**src/rtl/lae_pkg.sv**
```systemverilog
`timescale 1ns / 1ps
// Shared types and constants of the linear ADSR envelope.
// No dependencies.
package lae_pkg;

  localparam int unsigned CoarseTicksDef = 15;
  localparam int unsigned TimeWidthDef   = 16;
  localparam int unsigned TickPortW      = 16;
  localparam int unsigned CfgDataW       = 16;
  localparam int unsigned LevelW         = 15;
  localparam int unsigned SlopeW         = 11;
  localparam int unsigned VolW           = 32;
  localparam int unsigned SlopeShift     = 21;
  localparam int unsigned FracW          = 16;
  localparam logic [VolW-1:0] FullScale  = 32'h7fff0000;

  typedef enum logic [2:0] {
    REQ_TICK       = 3'd0,
    REQ_KEY_ON     = 3'd1,
    REQ_OFF_DEF    = 3'd2,
    REQ_OFF_GIVEN  = 3'd3,
    REQ_COARSE     = 3'd4
  } req_t;

  typedef enum logic [1:0] {
    CFG_ATTACK   = 2'd0,
    CFG_DECAY    = 2'd1,
    CFG_SUSTAIN  = 2'd2,
    CFG_RELEASE  = 2'd3
  } cfg_idx_t;

  typedef enum logic [1:0] {
    PH_ATTACK  = 2'd0,
    PH_DECAY   = 2'd1,
    PH_HOLD    = 2'd2,
    PH_RELEASE = 2'd3
  } phase_t;

  typedef enum logic [1:0] {
    SEG_ATTACK  = 2'd0,
    SEG_DECAY   = 2'd1,
    SEG_SUSTAIN = 2'd2,
    SEG_END     = 2'd3
  } seg_t;

  typedef struct packed {
    logic busy;
    logic done;
  } div_stat_t;

endpackage

```
**src/rtl/lae_if.sv**
```systemverilog
`timescale 1ns / 1ps
// Valid/ready channels for envelope requests and results.
// Depends on lae_pkg for field widths.
interface lae_req_if;
  logic                                 valid;
  logic                                 ready;
  logic [2:0]                           req_type;
  logic [lae_pkg::TickPortW-1:0]        release_ticks;

  modport source (output valid, output req_type, output release_ticks, input ready);
  modport sink (input valid, input req_type, input release_ticks, output ready);
endinterface

interface lae_res_if;
  logic                                 valid;
  logic                                 ready;
  logic [lae_pkg::LevelW-1:0]           level;
  logic signed [lae_pkg::SlopeW-1:0]    slope;
  logic                                 done_res;

  modport source (output valid, output level, output slope, output done_res, input ready);
  modport sink (input valid, input level, input slope, input done_res, output ready);
endinterface

```
**src/rtl/lae_div.sv**
```systemverilog
`timescale 1ns / 1ps
// Restoring divider, one quotient bit per cycle, 32-bit dividend.
// Depends on lae_pkg for the status struct.
module lae_div #(
  parameter int unsigned DvsW = 16
) (
  input  logic                      clk,
  input  logic                      rst_n,
  input  logic                      start,
  input  logic [lae_pkg::VolW-1:0]  dividend,
  input  logic [DvsW-1:0]           divisor,
  output lae_pkg::div_stat_t        stat,
  output logic [lae_pkg::VolW-1:0]  quotient
);
  import lae_pkg::*;

  localparam int unsigned CntW = $clog2(VolW);

  logic [VolW-1:0] q_r;
  logic [DvsW:0]   rem_r;
  logic [DvsW-1:0] dvs_r;
  logic [CntW-1:0] cnt_r;
  logic            busy_r;
  logic            done_r;

  logic [DvsW:0]   rem_sh;
  logic            ge;
  logic [DvsW:0]   rem_nxt;

  always_comb begin
    rem_sh  = {rem_r[DvsW-1:0], q_r[VolW-1]};
    ge      = rem_sh >= {1'b0, dvs_r};
    rem_nxt = ge ? (rem_sh - {1'b0, dvs_r}) : rem_sh;
  end

  always_ff @(posedge clk) begin
    if (!rst_n) begin
      busy_r <= 1'b0;
      done_r <= 1'b0;
      cnt_r  <= '0;
    end else begin
      done_r <= busy_r && !start && (cnt_r == '0);
      if (start) begin
        busy_r <= 1'b1;
        cnt_r  <= CntW'(VolW - 1);
        q_r    <= dividend;
        rem_r  <= '0;
        dvs_r  <= divisor;
      end else if (busy_r) begin
        q_r   <= {q_r[VolW-2:0], ge};
        rem_r <= rem_nxt;
        cnt_r <= cnt_r - CntW'(1);
        if (cnt_r == '0) begin
          busy_r <= 1'b0;
        end
      end
    end
  end

  assign stat.busy = busy_r;
  assign stat.done = done_r;
  assign quotient  = q_r;

endmodule

```
**src/rtl/linear_adsr_envelope.sv**
```systemverilog
`timescale 1ns / 1ps
// Linear ADSR envelope for one voice: the sequencer, the envelope state and the
// result register. Depends on lae_pkg, lae_if.sv and lae_div.
//
// Requests arrive on in_req (tick, key-on, key-off with the default or a given
// time, coarse tick) and each one yields exactly one result on out_res: the
// integer level, the slope and a done flag. The user must write registers through
// cfg_we, cfg_index and cfg_wdata only while no request is in flight; the block
// does not enforce it. One request is worked at a time; in_req.ready is high
// only when idle. A request that sets up an attack, decay or release ramp runs
// the shared divider and waits for it, as does a tick whose count expires into a
// new ramp. A coarse tick steps one tick per cycle, up to COARSE_TICKS of them,
// except while it waits for the divider on a ramp set up on the way, and stops
// early when the envelope finishes or holds at sustain. The result sits in an
// output register; a stalled receiver delays only the following request, which
// waits before its result is loaded. After reset the envelope is finished at
// level zero and all configuration registers are 0.
module linear_adsr_envelope #(
  parameter int unsigned COARSE_TICKS = lae_pkg::CoarseTicksDef,
  parameter int unsigned TIME_WIDTH   = lae_pkg::TimeWidthDef
) (
  input  logic                             clk,
  input  logic                             rst_n,
  lae_req_if.sink                          in_req,
  lae_res_if.source                        out_res,
  input  logic                             cfg_we,
  input  lae_pkg::cfg_idx_t                cfg_index,
  input  logic [lae_pkg::CfgDataW-1:0]     cfg_wdata
);
  import lae_pkg::*;

  localparam int unsigned CntW = (TIME_WIDTH < TickPortW) ? TIME_WIDTH : TickPortW;
  localparam int unsigned RemW = $clog2(COARSE_TICKS + 1);

  typedef enum logic [1:0] {S_IDLE, S_DIV, S_TICK, S_FIN} state_t;

  logic [TickPortW-1:0] attack_r;
  logic [TickPortW-1:0] decay_r;
  logic [LevelW-1:0]    sustain_r;
  logic [TickPortW-1:0] reldef_r;

  state_t            state_r;
  phase_t            phase_r;
  logic [VolW-1:0]   volume_r;
  logic [VolW-1:0]   delta_r;
  logic [CntW-1:0]   left_r;
  logic              finished_r;
  logic [RemW-1:0]   rem_r;
  logic              neg_r;
  logic              resume_r;
  logic [LevelW-1:0] res_level_r;
  logic [SlopeW-1:0] res_slope_r;
  logic              res_done_r;
  logic              out_valid_r;
  logic [LevelW-1:0] out_level_r;
  logic [SlopeW-1:0] out_slope_r;
  logic              out_done_r;

  logic              accept;
  logic [CntW-1:0]   attack_n;
  logic [CntW-1:0]   decay_n;
  logic [CntW-1:0]   rel_n;
  logic              is_release;
  logic              expire;
  logic [RemW-1:0]   rem_dec;
  seg_t              seg_sel;
  phase_t            su_phase;
  logic [VolW-1:0]   su_vol;
  logic [CntW-1:0]   su_left;
  logic              su_need_div;
  logic              su_neg;
  logic              su_end;
  logic [VolW-1:0]   su_dvd;
  logic [CntW-1:0]   su_dvs;
  logic              div_start;
  logic [VolW-1:0]   div_dvd;
  logic [CntW-1:0]   div_dvs;
  logic [VolW-1:0]   div_q;
  div_stat_t         div_stat;
  logic [VolW-1:0]   slope_mag;
  logic [SlopeW-1:0] slope_cur;

  always_ff @(posedge clk) begin
    if (!rst_n) begin
      attack_r  <= '0;
      decay_r   <= '0;
      sustain_r <= '0;
      reldef_r  <= '0;
    end else if (cfg_we) begin
      unique case (cfg_index)
        CFG_ATTACK:  attack_r  <= cfg_wdata;
        CFG_DECAY:   decay_r   <= cfg_wdata;
        CFG_SUSTAIN: sustain_r <= cfg_wdata[LevelW-1:0];
        CFG_RELEASE: reldef_r  <= cfg_wdata;
      endcase
    end
  end

  always_comb begin
    accept     = (state_r == S_IDLE) && in_req.valid;
    attack_n   = attack_r[CntW-1:0];
    decay_n    = decay_r[CntW-1:0];
    rel_n      = (in_req.req_type == REQ_OFF_GIVEN) ? in_req.release_ticks[CntW-1:0]
                                                    : reldef_r[CntW-1:0];
    is_release = (in_req.req_type == REQ_OFF_DEF) || (in_req.req_type == REQ_OFF_GIVEN);
    expire     = !finished_r && (phase_r != PH_HOLD) && (left_r <= CntW'(1));
    rem_dec    = rem_r - RemW'(1);
  end

  always_comb begin
    if (state_r == S_IDLE) begin
      seg_sel = SEG_ATTACK;
    end else begin
      unique case (phase_r)
        PH_ATTACK: seg_sel = SEG_DECAY;
        PH_DECAY:  seg_sel = SEG_SUSTAIN;
        default:   seg_sel = SEG_END;
      endcase
    end
  end

  // The cascade from a segment onward, skipping an attack or decay of zero length and a sustain of level zero.
  always_comb begin
    su_phase    = PH_RELEASE;
    su_vol      = '0;
    su_left     = '0;
    su_need_div = 1'b0;
    su_neg      = 1'b0;
    su_end      = 1'b0;
    su_dvd      = FullScale;
    su_dvs      = attack_n;
    if (seg_sel == SEG_ATTACK && attack_n != '0) begin
      su_phase    = PH_ATTACK;
      su_left     = attack_n;
      su_need_div = 1'b1;
    end else if (seg_sel <= SEG_DECAY && decay_n != '0) begin
      su_phase    = PH_DECAY;
      su_left     = decay_n;
      su_vol      = FullScale;
      su_need_div = 1'b1;
      su_neg      = 1'b1;
      su_dvd      = FullScale - {1'b0, sustain_r, FracW'(0)};
      su_dvs      = decay_n;
    end else if (seg_sel <= SEG_SUSTAIN && sustain_r != '0) begin
      su_phase    = PH_HOLD;
      su_left     = left_r;
      su_vol      = {1'b0, sustain_r, FracW'(0)};
    end else begin
      su_end      = 1'b1;
    end
  end

  always_comb begin
    div_start = 1'b0;
    div_dvd   = su_dvd;
    div_dvs   = su_dvs;
    if (accept) begin
      if (is_release) begin
        div_dvd   = volume_r;
        div_dvs   = rel_n;
        div_start = !finished_r && (rel_n != '0);
      end else begin
        div_start = (in_req.req_type == REQ_KEY_ON) && su_need_div;
      end
    end else if (state_r == S_TICK) begin
      div_start = expire && su_need_div;
    end
  end

  lae_div #(.DvsW(CntW)) u_div (
    .clk      (clk),
    .rst_n    (rst_n),
    .start    (div_start),
    .dividend (div_dvd),
    .divisor  (div_dvs),
    .stat     (div_stat),
    .quotient (div_q)
  );

  always_comb begin
    slope_mag = delta_r[VolW-1] ? (VolW'(0) - delta_r) : delta_r;
    slope_cur = delta_r[VolW-1] ? (SlopeW'(0) - slope_mag[VolW-1:SlopeShift])
                                : slope_mag[VolW-1:SlopeShift];
  end

  always_ff @(posedge clk) begin
    if (!rst_n) begin
      state_r     <= S_IDLE;
      phase_r     <= PH_RELEASE;
      volume_r    <= '0;
      delta_r     <= '0;
      left_r      <= '0;
      finished_r  <= 1'b1;
      rem_r       <= '0;
      out_valid_r <= 1'b0;
    end else begin
      if (out_res.ready && (state_r != S_FIN)) begin
        out_valid_r <= 1'b0;
      end
      unique case (state_r)
        S_IDLE: begin
          if (in_req.valid) begin
            res_slope_r <= '0;
            resume_r    <= 1'b0;
            rem_r       <= (in_req.req_type == REQ_COARSE) ? RemW'(COARSE_TICKS) : RemW'(1);
            priority if (in_req.req_type == REQ_TICK || in_req.req_type == REQ_COARSE) begin
              res_done_r <= 1'b0;
              state_r    <= S_TICK;
            end else if (in_req.req_type == REQ_KEY_ON) begin
              phase_r     <= su_phase;
              volume_r    <= su_vol;
              left_r      <= su_left;
              finished_r  <= su_end;
              neg_r       <= su_neg;
              res_done_r  <= su_end;
              res_level_r <= su_vol[FracW +: LevelW];
              if (!su_need_div) begin
                delta_r <= '0;
              end
              state_r <= su_need_div ? S_DIV : S_FIN;
            end else if (is_release) begin
              if (!finished_r && rel_n == '0) begin
                phase_r     <= PH_RELEASE;
                volume_r    <= '0;
                delta_r     <= '0;
                left_r      <= '0;
                finished_r  <= 1'b1;
                res_done_r  <= 1'b1;
                res_level_r <= '0;
                state_r     <= S_FIN;
              end else if (!finished_r) begin
                phase_r     <= PH_RELEASE;
                left_r      <= rel_n;
                neg_r       <= 1'b1;
                res_done_r  <= 1'b0;
                res_level_r <= volume_r[FracW +: LevelW];
                state_r     <= S_DIV;
              end else begin
                res_done_r  <= 1'b0;
                res_level_r <= volume_r[FracW +: LevelW];
                state_r     <= S_FIN;
              end
            end else begin
              res_done_r  <= 1'b0;
              res_level_r <= volume_r[FracW +: LevelW];
              state_r     <= S_FIN;
            end
          end
        end
        S_DIV: begin
          if (div_stat.done) begin
            delta_r <= neg_r ? (VolW'(0) - div_q) : div_q;
            state_r <= resume_r ? S_TICK : S_FIN;
          end
        end
        S_TICK: begin
          if (finished_r) begin
            res_level_r <= '0;
            res_slope_r <= '0;
            state_r     <= S_FIN;
          end else if (phase_r == PH_HOLD) begin
            res_level_r <= volume_r[FracW +: LevelW];
            res_slope_r <= '0;
            state_r     <= S_FIN;
          end else begin
            res_level_r <= volume_r[FracW +: LevelW];
            res_slope_r <= slope_cur;
            rem_r       <= rem_dec;
            if (expire) begin
              phase_r    <= su_phase;
              volume_r   <= su_vol;
              left_r     <= su_end ? CntW'(0) : su_left;
              finished_r <= su_end;
              neg_r      <= su_neg;
              resume_r   <= (rem_dec != '0);
              res_done_r <= su_end;
              if (!su_need_div) begin
                delta_r <= '0;
              end
              if (su_end) begin
                state_r <= S_FIN;
              end else if (su_need_div) begin
                state_r <= S_DIV;
              end else begin
                state_r <= (rem_dec == '0) ? S_FIN : S_TICK;
              end
            end else begin
              volume_r <= volume_r + delta_r;
              left_r   <= left_r - CntW'(1);
              state_r  <= (rem_dec == '0) ? S_FIN : S_TICK;
            end
          end
        end
        S_FIN: begin
          if (!out_valid_r || out_res.ready) begin
            out_valid_r <= 1'b1;
            out_level_r <= res_level_r;
            out_slope_r <= res_slope_r;
            out_done_r  <= res_done_r;
            state_r     <= S_IDLE;
          end
        end
      endcase
    end
  end

  assign in_req.ready     = (state_r == S_IDLE);
  assign out_res.valid    = out_valid_r;
  assign out_res.level    = out_level_r;
  assign out_res.slope    = out_slope_r;
  assign out_res.done_res = out_done_r;

  a_div_done_in_div: assert property (@(posedge clk) disable iff (!rst_n)
    div_stat.done |-> (state_r == S_DIV))
    else $error("divider finished while the sequencer was not waiting for it");

  a_div_running: assert property (@(posedge clk) disable iff (!rst_n)
    (state_r == S_DIV) |-> (div_stat.busy || div_stat.done))
    else $error("sequencer waits on an idle divider");

  a_finished_zero: assert property (@(posedge clk) disable iff (!rst_n)
    finished_r |-> (volume_r == '0))
    else $error("finished envelope holds a nonzero level");

  a_tick_count: assert property (@(posedge clk) disable iff (!rst_n)
    (state_r == S_TICK) |-> (rem_r != '0 && rem_r <= RemW'(COARSE_TICKS)))
    else $error("tick loop count out of range");

endmodule
```
**src/flat_wrapper.sv**
```systemverilog
// flat-port wrapper written by rule: the top's interface ports become plain ports
module linear_adsr_envelope_flat import lae_pkg::*;
#(
  parameter int unsigned COARSE_TICKS = lae_pkg::CoarseTicksDef,
  parameter int unsigned TIME_WIDTH   = lae_pkg::TimeWidthDef
)
  (clk, rst_n, cfg_we, cfg_index, cfg_wdata, in_req_valid, in_req_req_type, in_req_release_ticks, in_req_ready, out_res_valid, out_res_level, out_res_slope, out_res_done_res, out_res_ready);
  lae_req_if in_req_i ();
  lae_res_if out_res_i ();
  input  logic clk;
  input  logic rst_n;
  input  logic cfg_we;
  input  lae_pkg::cfg_idx_t cfg_index;
  input  logic [lae_pkg::CfgDataW-1:0] cfg_wdata;
  input wire logic [$bits(in_req_i.valid)-1:0] in_req_valid;
  input wire logic [$bits(in_req_i.req_type)-1:0] in_req_req_type;
  input wire logic [$bits(in_req_i.release_ticks)-1:0] in_req_release_ticks;
  output wire logic [$bits(in_req_i.ready)-1:0] in_req_ready;
  output wire logic [$bits(out_res_i.valid)-1:0] out_res_valid;
  output wire logic [$bits(out_res_i.level)-1:0] out_res_level;
  output wire logic [$bits(out_res_i.slope)-1:0] out_res_slope;
  output wire logic [$bits(out_res_i.done_res)-1:0] out_res_done_res;
  input wire logic [$bits(out_res_i.ready)-1:0] out_res_ready;
  assign in_req_i.valid = in_req_valid;
  assign in_req_i.req_type = in_req_req_type;
  assign in_req_i.release_ticks = in_req_release_ticks;
  assign in_req_ready = in_req_i.ready;
  assign out_res_valid = out_res_i.valid;
  assign out_res_level = out_res_i.level;
  assign out_res_slope = out_res_i.slope;
  assign out_res_done_res = out_res_i.done_res;
  assign out_res_i.ready = out_res_ready;
  linear_adsr_envelope #(.COARSE_TICKS(COARSE_TICKS), .TIME_WIDTH(TIME_WIDTH)) u_core (.clk(clk), .rst_n(rst_n), .in_req(in_req_i), .out_res(out_res_i), .cfg_we(cfg_we), .cfg_index(cfg_index), .cfg_wdata(cfg_wdata));
endmodule
```
**config.mk**
```make
export PLATFORM = sky130hd
export DESIGN_NAME = linear_adsr_envelope_flat
export DESIGN_NICKNAME = d
export VERILOG_FILES = /design/src/rtl/lae_pkg.sv /design/src/rtl/lae_if.sv /design/src/rtl/lae_div.sv /design/src/rtl/linear_adsr_envelope.sv /design/src/flat_wrapper.sv
export SDC_FILE = /design/constraint.sdc
export NUM_CORES = 1
export LEC_CHECK = 0
export ABC_AREA = 1
export BUFFER_PORTS_ARGS = -buffer_cell sky130_fd_sc_hd__buf_2
export CAP_MARGIN = 30
export CORE_MARGIN = 2
export CORE_UTILIZATION = 30
export DETAILED_ROUTE_END_ITERATION = 8
export PLACE_DENSITY = 0.44
export RECOVER_POWER = 25
export REMOVE_ABC_BUFFERS = 1
export SETUP_SLACK_MARGIN = 0.4
export SLEW_MARGIN = 20
export SYNTH_ARGS = -nofsm -noshare
export SYNTH_HDL_FRONTEND = slang
export SYNTH_SLANG_ARGS = --single-unit
```
**constraint.sdc**
```tcl
create_clock -name clk -period 9.1 [get_ports clk]
set_input_delay 1.82 -clock clk [delete_from_list [all_inputs] [get_ports clk]]
set_output_delay 1.82 -clock clk [all_outputs]
set_load 0.005 [all_outputs]
```
# Yosys cells after proc, flatten, opt, wreduce, memory -nomap -nowiden
# Index checks and enable logic that the tools add are counted.
# classes
add_sub_neg,9
n_lt_le_gt_ge,4
eq_ne,26
muxes,149
reduce_logical,53
# ops
operator,count
$mux 32,26
$mux 16,20
$pmux 32 s3,1
$mux 15,6
$pmux 32 s2,1
$sub 1x32->32 const A,2
$mux 2,26
$reduce_bool 16->1,3
$mux 1,47
$mux 11,4
$add 32x32->32,1
$pmux 16 s2,1
$sub 31x31->32 const A,1
$mux 31,1
$pmux 15 s2,1
$pmux 11 s2,1
$ge 17x16->1,1
$le 16x1->1 const B,1
$logic_not 16->1,1
$mux 4,4
$sub 16x1->16 const B,1
$sub 16x16->16,1
$reduce_bool 15->1,1
$ne 2x2->1 const B,7
39 further kinds,82
# totals
regBits,280
out_inout_bits,29
elab_cells,267

# Depth between registers and ports, before layout
# Gate-level depths: netlist (run 1).
# logic_depth
ltp_word,13
ltp_mapped,19
mapped_depth_nobuf,19

# Hierarchy
# From an unflattened synthesis (run 1), not the netlist that was laid out.
# hier_totals
hier_cells,3015
hier_area_um2,19426.1
# modules_own_cells
mod,n_inst,cells_per_inst,area_each_um2
linear_adsr_envelope,1,2499,15224.6
lae_div,1,516,4201.5

# Worst setup path after synthesis (run 1)
# OpenSTA, ideal clock, no wires.
# synth_timing
kind,input -> register
start,in in_req_req_type[2]
end,"reg u_core.u_div.q_r[0], in the netlist u_core.u_div.quotient[0], enable pin"
setup_time_ns,0.522
t_arrival_ns,6.311
slack_ns,2.268
stages,14
path_cell_list,inv_2 nand2_2 nor2_4 buf_2 nand2_1 o21ai_1 nor2_1 nand2_1 nor2_2 nand2_1 nand2_1 nand2_1 nand2_1 o21ai_0
# synth_between
elab_chain_len,8
# synth_lines
item,line,text
from (decl),flat_wrapper.sv:16,input wire logic [$bits(in_req_i.req_type)-1:0] in_req_req_type;
$eq 3x2->1,"linear_adsr_envelope.sv:103, linear_adsr_envelope.sv:105",
$mux 16,linear_adsr_envelope.sv:103,rel_n = (in_req.req_type == REQ_OFF_GIVEN) ? in_req.release_ticks[CntW-1:0]
$reduce_bool 16->1,linear_adsr_envelope.sv:161,div_start = !finished_r && (rel_n != '0);
$logic_and 1x1->1,linear_adsr_envelope.sv:161,
$mux 1 (*),linear_adsr_envelope.sv:158,if (is_release) begin
$mux 1 (*),linear_adsr_envelope.sv:157,if (accept) begin
$reduce_bool 2->1 (no line) (*),n/a,
$reduce_and 2->1 (no line) (*),n/a,
to (signal assigned),lae_div.sv:46,q_r <= dividend;
to (signal assigned),lae_div.sv:50,"q_r <= {q_r[VolW-2:0], ge};"
to (decl),lae_div.sv:19,logic [VolW-1:0] q_r;
# Mark *: on every way between the ends. The rest lies on a longest branch, timed or not.
# A chain may end at the register's enable or synchronous reset.

# Worst setup path after layout (run 1)
# layout_timing
start,in rst_n
end,"reg u_core.res_level_r[9], enable pin"
# layout_between
elab_chain_len,1
# layout_lines
item,line,text
from (decl),flat_wrapper.sv:11,input logic rst_n;
$reduce_and 4->1 (no line),n/a,
to (signal assigned),linear_adsr_envelope.sv:216,res_level_r <= su_vol[FracW +: LevelW];
to (signal assigned),linear_adsr_envelope.sv:236,res_level_r <= volume_r[FracW +: LevelW];
to (signal assigned),linear_adsr_envelope.sv:240,res_level_r <= volume_r[FracW +: LevelW];
to (decl),linear_adsr_envelope.sv:51,logic [LevelW-1:0] res_level_r;
# Every way passes these cells.

==> impl_metrics.env, run 1 <==
export IMPL_synth_top_area_share_pct=19.47
export IMPL_die_h_um=252.4
export IMPL_yosysSeqAreaShare_pct=36.78
export IMPL_grt_overflow=0
export IMPL_hold_class="reg2reg"
export IMPL_worstSetupEndpoint="u_core.res_level_r[9]$_DFFE_PP_"
export IMPL_arrival_ns=6.11
export IMPL_tns_ns=0
export IMPL_drc=0
export IMPL_die_area_um2=63700
export IMPL_antenna_left=0
export IMPL_cts_resized=0
export IMPL_syn2layout_area_growth_pct=13.05
export IMPL_synth_seq_cells=280
export IMPL_final_layout_size_suffix_gt1_share_pct=6.430
export IMPL_dpl_hpwl_mm=53.64
export IMPL_cp_end_kind="register"
export IMPL_grt_pass1_wl_mm=106.1
export IMPL_cts_hold_buf=0
export IMPL_root_buffer="clkbuf_16"
export IMPL_power_leakage_uw=0.008781
export IMPL_r2r_end="u_core.left_r[6]$_SDFFE_PN0P_"
export IMPL_synthesis_instances=2790
export IMPL_slew_headroom_pct=-143.6
export IMPL_reg2reg_from="u_core.attack_n[8]$_SDFFE_PN0P_"
export IMPL_num_rows=91
export IMPL_antenna_found_initial=1
export IMPL_startpoint="rst_n"
export IMPL_gp_congestion=0.9287
export IMPL_drv_cap=5
export IMPL_clock_sinks=280
export IMPL_grtUsageTotal_pct=21.87
export IMPL_cts_tree="built"
export IMPL_fin_ws_ns=3.240
export IMPL_die_x_um=252.4
export IMPL_dp_slack_ns=3.944
export IMPL_core_area_um2=61370
export IMPL_clk_pin_slew_ns=0.06
export IMPL_r2r_setup_slack_ns=3.65
export IMPL_drv_slew=246
export IMPL_violations="capacitance limit, slew limit"
export IMPL_nets=2919
export IMPL_first_iter_violations=1566
export IMPL_grt_max_degree=88
export IMPL_rsz0062_at_grt="false"
export IMPL_max_freq_mhz=170.6
export IMPL_ir_drop_mv=0.1549
export IMPL_finClkSkew_ns=0.03778
export IMPL_synth_cell_types=49
export IMPL_numPortBuffers=70
export IMPL_cts_buffers=38
export IMPL_crit_type="in2reg"
export IMPL_cp_required_ns=9.35
export IMPL_htree_levels=2
export IMPL_synth_ff_type="dfxtp_1"
export IMPL_rr_worst_depth=14
export IMPL_post_route_period_util_pct=64.40
export IMPL_io_pins=71
export IMPL_dr_pass1_iters=5
export IMPL_final_setup_viol_count=0
export IMPL_startpoint_type="primary input"
export IMPL_synth_edff_count=120
export IMPL_post_drt_wl_per_cell_um=19.49
export IMPL_cts_buffer_depth=3
export IMPL_syn_cell_area_um2=18510
export IMPL_start_util_pct=30.16
export IMPL_via_count=18575
export IMPL_worstMarginPinSlew_ns=3.654
export IMPL_viasPerCell=5.109
export IMPL_syn_avg_cell_area_um2=6.634
export IMPL_path_max_fanout=85
export IMPL_synth_area_leaders="edfxtp_1 (19%), dfxtp_1 (17%), nand2_1 (15%), o21ai_0 (7.3%), nor2_1 (6.7%)"
export IMPL_grt_pass1_vias=17574
export IMPL_fin_crit_ns=5.860
export IMPL_ys_warn_count=0
export IMPL_yosysTopAreaCell="edfxtp_1"
export IMPL_clkLatencyLatePin_ns=0.59
export IMPL_num_antenna_cells=0
export IMPL_status="finished, violations left"
export IMPL_wl_mm=70.87
export IMPL_hold_violations=0
export IMPL_power_density_nw_per_um2=317.4
export IMPL_postCtsSetupBuffers=0
export IMPL_async_flop_share_pct=0
-- registers in the layout (all words and copies together), names as in the netlist, 2 cells and up --
name                   count
u_core.delta_r            32
u_core.u_div.quotient     32
u_core.volume_r           32
u_core.attack_n           16
u_core.decay_n            16
u_core.left_r             16
u_core.reldef_r           16
u_core.u_div.dvs_r        16
u_core.u_div.rem_r        16
u_core.out_res.level      15
u_core.res_level_r        15
u_core.sustain_r          15
u_core.out_res.slope      11
u_core.res_slope_r        11
u_core.u_div.cnt_r         5
u_core.rem_r               4
u_core.phase_r             2
u_core.state_r             2
-- metrics by stage --
stage | std cells | cell area [um^2] | hold slack (ns) | util (%) | total power (uW)
3_5_place_dp | 3561 | 19600 | 0.4045 | 31.93 | 5092
3_3_place_gp | 3557 | 19540 | 0.4072 | 31.84 | 5054
6_report | 3636 | 20920 | 0.4175 | 34.09 | 6641
5_1_grt | 3636 | 20920 | 0.4296 | 34.09 | 7137
2_1_floorplan | 2676 | 18020 | 0.4003 | - | 3944
4_1_cts | 3631 | 20870 | 0.4192 | 34.01 | 6647
-- layout by cell type, fill, tap and decap left out, drive strengths merged, types with 5 or more instances in the layout --
cell / count
inv: 294
o22ai: 9
a21o: 8
or2: 10
clkinvlp: 6
clkbuf: 64
dfxtp: 160
xnor2: 20
a21oi: 228
o211ai: 22
nand3: 231
nor2: 336
nor3: 31
nor4: 5
ha: 59
nand4: 38
clkinv: 18
xor2: 27
o21ai: 279
buf: 80
nand2: 763
edfxtp: 120
and2: 5
-- cell type report --
class,instances,area [um^2]
clock buffers,44,1005
clock inverters,26,274.0
fillers,6680,40450
flip-flops and latches,280,6807
inverters,294,1104
multi-input cells,2102,10140
well taps,790,988.4
repair buffers,100,603.1
-- Yosys cell counts (all sizes together), types with 3 or more instances --
cell type  instances
inv              289
a21oi            228
buf               30
edfxtp           120
nand2            763
a21o               8
o21bai             3
xor2              27
nand3b             3
nor4               5
nor3              31
clkbuf            84
o21ai            279
o21a               4
a221oi             3
xnor2             20
a211oi             3
nand3            231
o211ai            22
ha                59
and2               5
dfxtp            160
a31oi              4
or2               10
clkinv             5
nand4             38
nor2             336
o22ai              9
-- per-layer routing --
layer / share of wire (%) / vias to the layer above / track usage, %
li1: - / 9271 / -
met3: 3.9 / 124 / 2.297
met4: 4.4 / 0 / 9.484
met1: 44 / 8693 / 28.08
met2: 47 / 487 / 37.18
met5: 0 / - / 0
-- worst min path at each step --
stage                                              endpoint                                start  cells past startpoint
after CTS                 u_core.out_res.slope[0]$_DFFE_PP_  u_core.res_slope_r[0]$_SDFFCE_PP0P_                      0
after detailed placement  u_core.out_res.slope[0]$_DFFE_PP_  u_core.res_slope_r[0]$_SDFFCE_PP0P_                      0
after global placement    u_core.out_res.slope[1]$_DFFE_PP_  u_core.res_slope_r[1]$_SDFFCE_PP0P_                      0
after global routing      u_core.out_res.level[1]$_DFFE_PP_      u_core.res_level_r[1]$_DFFE_PP_                      0
final                     u_core.out_res.slope[1]$_DFFE_PP_  u_core.res_slope_r[1]$_SDFFCE_PP0P_                      0
after floorplan           u_core.out_res.done_res$_DFFE_PP_          u_core.res_done_r$_DFFE_PP_                      0
-- cells by family after synthesis --
| group | Yosys count | synth area share (%) |
|---|---|---|
| flops | 280 | 36.78 |
| simple gates | 1426 | 32.02 |
| mux | 1 | 0.05409 |
| compound gates | 567 | 16.10 |
| xor+xnor | 47 | 2.224 |
| fa+ha+maj | 61 | 4.205 |
| buf+inv | 408 | 8.620 |
-- worst max-delay path, cell delays in order --
cell      delay (ns)
buf_2           0.07
clkbuf_1        2.55
inv_2           0.36
nor2_1          0.56
inv_1           0.11
nor2_1          0.34
buf_4           0.27
-- power by group --
| part | switching (uW) | internal, uW |
|---|---|---|
| clock | 651 | 871 |
| combinational | 2250 | 935 |
| sequential | 277 | 1660 |
| total | 3180 | 3460 |
Note: power is estimated with default switching activity, not from simulation.
==> run 2, diff against run 1 <==
--- a/config.mk
+++ b/config.mk
@@ -5,13 +5,13 @@
 export SDC_FILE = /design/constraint.sdc
 export NUM_CORES = 1
 export LEC_CHECK = 0
-export ABC_AREA = 1
+export ABC_AREA = 0
 export BUFFER_PORTS_ARGS = -buffer_cell sky130_fd_sc_hd__buf_2
 export CAP_MARGIN = 30
 export CORE_MARGIN = 2
 export CORE_UTILIZATION = 30
 export DETAILED_ROUTE_END_ITERATION = 8
-export PLACE_DENSITY = 0.44
+export PLACE_DENSITY = 0.45
 export RECOVER_POWER = 25
 export REMOVE_ABC_BUFFERS = 1
 export SETUP_SLACK_MARGIN = 0.4
==> constraint.sdc (replaced) <==
create_clock -name clk -period 4.8 [get_ports clk]
set_input_delay 0.96 -clock clk [delete_from_list [all_inputs] [get_ports clk]]
set_output_delay 0.96 -clock clk [all_outputs]
set_load 0.005 [all_outputs]
==> run 2 against run 1 <==
  * The run still ends with capacitance limit, slew limit left
  * Die area down 14%
  * Sequential power up 53%
  * Clock skew down 0.0062 ns
  * Count of clock-buffer cells in the layout up 7
  * Synthesized cell count down 33%
  * Wire length down 26%
  * Combinational power down 24%
  * Setup slack worse by 2.6 ns
  * Critical path depth down 1
  * Clock power up 71%
  * First-iteration DRC count down 29%
  * Register-to-register slack worse by 2.7 ns
==> impl_metrics.env, run 2 <==
export IMPL_via_count=13904
export IMPL_synth_ff_type="dfxtp_1"
export IMPL_worst_hold_slack_ns=0.4164
export IMPL_hold_class="reg2reg"
export IMPL_power_density_nw_per_um2=437.4
export IMPL_drv_slew=40
export IMPL_status="finished, violations left"
export IMPL_die_x_um=234.7
export IMPL_post_route_period_util_pct=86.23
export IMPL_gp_congestion=0.8777
export IMPL_layout_commonest_cell="nand2_1"
export IMPL_seq_area_um2=6807
export IMPL_ys_warn_count=0
export IMPL_synth_most_common_cell="nand2_1"
export IMPL_wl_mm=52.13
export IMPL_nets=2001
export IMPL_die_h_um=234.7
export IMPL_core_area_um2=52550
export IMPL_slew_headroom_pct=-38.48
export IMPL_synth_top_area_share_pct=22.57
export IMPL_dpl_hpwl_mm=38.34
export IMPL_clock_sinks=280
export IMPL_synthesis_instances=1857
export IMPL_worstMarginPinSlew_ns=2.077
export IMPL_drc=0
export IMPL_cts_resized=0
export IMPL_syn_cell_area_um2=15970
export IMPL_cts_hold_buf=0
export IMPL_multi_input_area_um2=8616
export IMPL_cts_tree="built"
export IMPL_dr_pass1_iters=5
export IMPL_clkLatencyLatePin_ns=0.55
export IMPL_crit_type="in2reg"
export IMPL_synth_common_cells="nand2_1 (325), a21oi_1 (215), dfxtp_1 (160)"
export IMPL_die_area_um2=55090
export IMPL_r2r_setup_slack_ns=0.93
export IMPL_drv_cap=1
export IMPL_htree_levels=2
export IMPL_root_buffer="clkbuf_16"
export IMPL_grt_pass1_vias=13394
export IMPL_tns_ns=0
export IMPL_fill_cells=5516
export IMPL_cp_required_ns=5.10
export IMPL_yosysTopAreaCell="edfxtp_1"
export IMPL_final_cell_mix="nand2_1 (325), a21oi_1 (215), dfxtp_1 (160)"
export IMPL_grt_overflow=0
export IMPL_arrival_ns=4.44
export IMPL_synth_area_leaders="edfxtp_1 (23%), dfxtp_1 (20%), nand2_1 (7.6%), a21oi_1 (6.7%), ha_1 (4.6%)"
export IMPL_postCtsSetupBuffers=0
export IMPL_numPortBuffers=70
export IMPL_antenna_found_initial=0
export IMPL_utilization_pct=34.75
export IMPL_first_iter_violations=1105
export IMPL_fin_crit_ns=4.139
export IMPL_final_setup_viol_count=0
export IMPL_yosysSeqAreaShare_pct=42.63
export IMPL_ir_drop_mv=0.2320
export IMPL_final_layout_size_suffix_gt1_share_pct=9.922
export IMPL_synth_cell_types=78
export IMPL_power_leakage_uw=0.006958
export IMPL_grt_pass1_wl_mm=80.34
export IMPL_clk_pin_slew_ns=0.06
export IMPL_finClkSkew_ns=0.03162
export IMPL_post_drt_wl_per_cell_um=19.95
export IMPL_violations="capacitance limit, slew limit"
export IMPL_dpl_instance_area_um2=17110
export IMPL_start_util_pct=30.39
export IMPL_cp_end_kind="register"
export IMPL_cts_buffer_depth=3
export IMPL_grt_max_degree=82
export IMPL_viasPerCell=5.321
export IMPL_max_freq_mhz=241.6
export IMPL_startpoint_type="primary input"
export IMPL_final_area_um2=18260
export IMPL_num_rows=84
export IMPL_antenna_left=0
export IMPL_synth_seq_cells=280
export IMPL_async_flop_share_pct=0
export IMPL_cts_buffers=36
export IMPL_hold_violations=0
export IMPL_path_max_fanout=40
export IMPL_syn2layout_area_growth_pct=14.36
export IMPL_grtUsageTotal_pct=18.53
export IMPL_synth_edff_count=120
export IMPL_syn_avg_cell_area_um2=8.599
export IMPL_io_pins=71
export IMPL_num_antenna_cells=0
export IMPL_rsz0062_at_grt="false"
run 2: cell count changes in the layout (fill, tap and decap cells not counted), moves of 23 or more:
cell	change
a211oi_1	+23
nand3_1	-178
nand2_1	-433
o21ai_0	-156
nor4_1	+36
nor2_1	-200
a21o_1	+33
nand4_1	-23
a22oi_1	+26
o2bb2ai_1	+31
xor2_1	+31
mux2i_1	+33
inv_1	-243
run 2: final timing paths:
path / startpoint / endpoint / cells after the start
max: rst_n / u_core.u_div.dvs_r[1]$_DFFE_PP_ / 6
min: u_core.res_level_r[12]$_DFFE_PP_ / u_core.out_res.level[12]$_DFFE_PP_ / 0
max reg2reg: u_core.state_r[0]$_SDFFE_PN0P_ / u_core.u_div.quotient[2]$_DFFE_PP_ / 12
min reg2reg: u_core.res_level_r[12]$_DFFE_PP_ / u_core.out_res.level[12]$_DFFE_PP_ / 0
run 2: cell families (layout without fill, tap and decap cells):
group / after synthesis / count (layout) / synth area share, %
AND/OR/NAND/NOR: 677 / 677 / 19.33
AO/OA/AOI/OAI: 555 / 555 / 21.75
flip-flops: 280 / 280 / 42.63
buffers and inverters: 150 / 218 / 3.706
XOR/XNOR: 94 / 94 / 5.156
adder cells (fa/ha/maj): 61 / 61 / 4.874
multiplexers: 40 / 40 / 2.554
run 2: worst max-delay path, stage by stage:
cell,delay (ns)
clkbuf_1,0.14
clkinvlp_2,0.19
clkbuf_1,0.86
clkbuf_1,1.55
nor2_1,0.34
buf_4,0.33
run 2: cell type report:
| type | instances | share of cell area [%] |
|---|---|---|
| Sequential cell | 280 | 37.27 |
| Inverter | 42 | 0.8702 |
| Clock buffer | 51 | 5.803 |
| Tap cell | 688 | 4.714 |
| Timing Repair Buffer | 111 | 3.714 |
| Clock inverter | 14 | 0.4454 |
| Multi-Input combinational cell | 1427 | 47.18 |
run 2: per-stage QoR:
step,power [uW],worst slack (ns),std cells
6_report,7988,0.6609,2613
5_1_grt,8408,0.4164,2613
4_1_cts,8057,0.8958,2611
3_5_place_dp,5415,0.5343,2546
3_3_place_gp,5396,0.5804,2543
2_1_floorplan,4477,-1.515,1749
run 2: layer usage:
layer	up-vias	global-route usage (%)	wire length [um]
met2	368	30.20	23780
met3	79	2.526	2675
met1	6646	25.13	24100
met4	0	6.425	1578
li1	6811	-	-
met5	-	0	0
run 2: where the power goes:
group | internal [uW] | total [uW] | switching [uW]
logic | 823 | 2420 | 1600
registers | 2740 | 2960 | 220
clock network | 1540 | 2600 | 1060
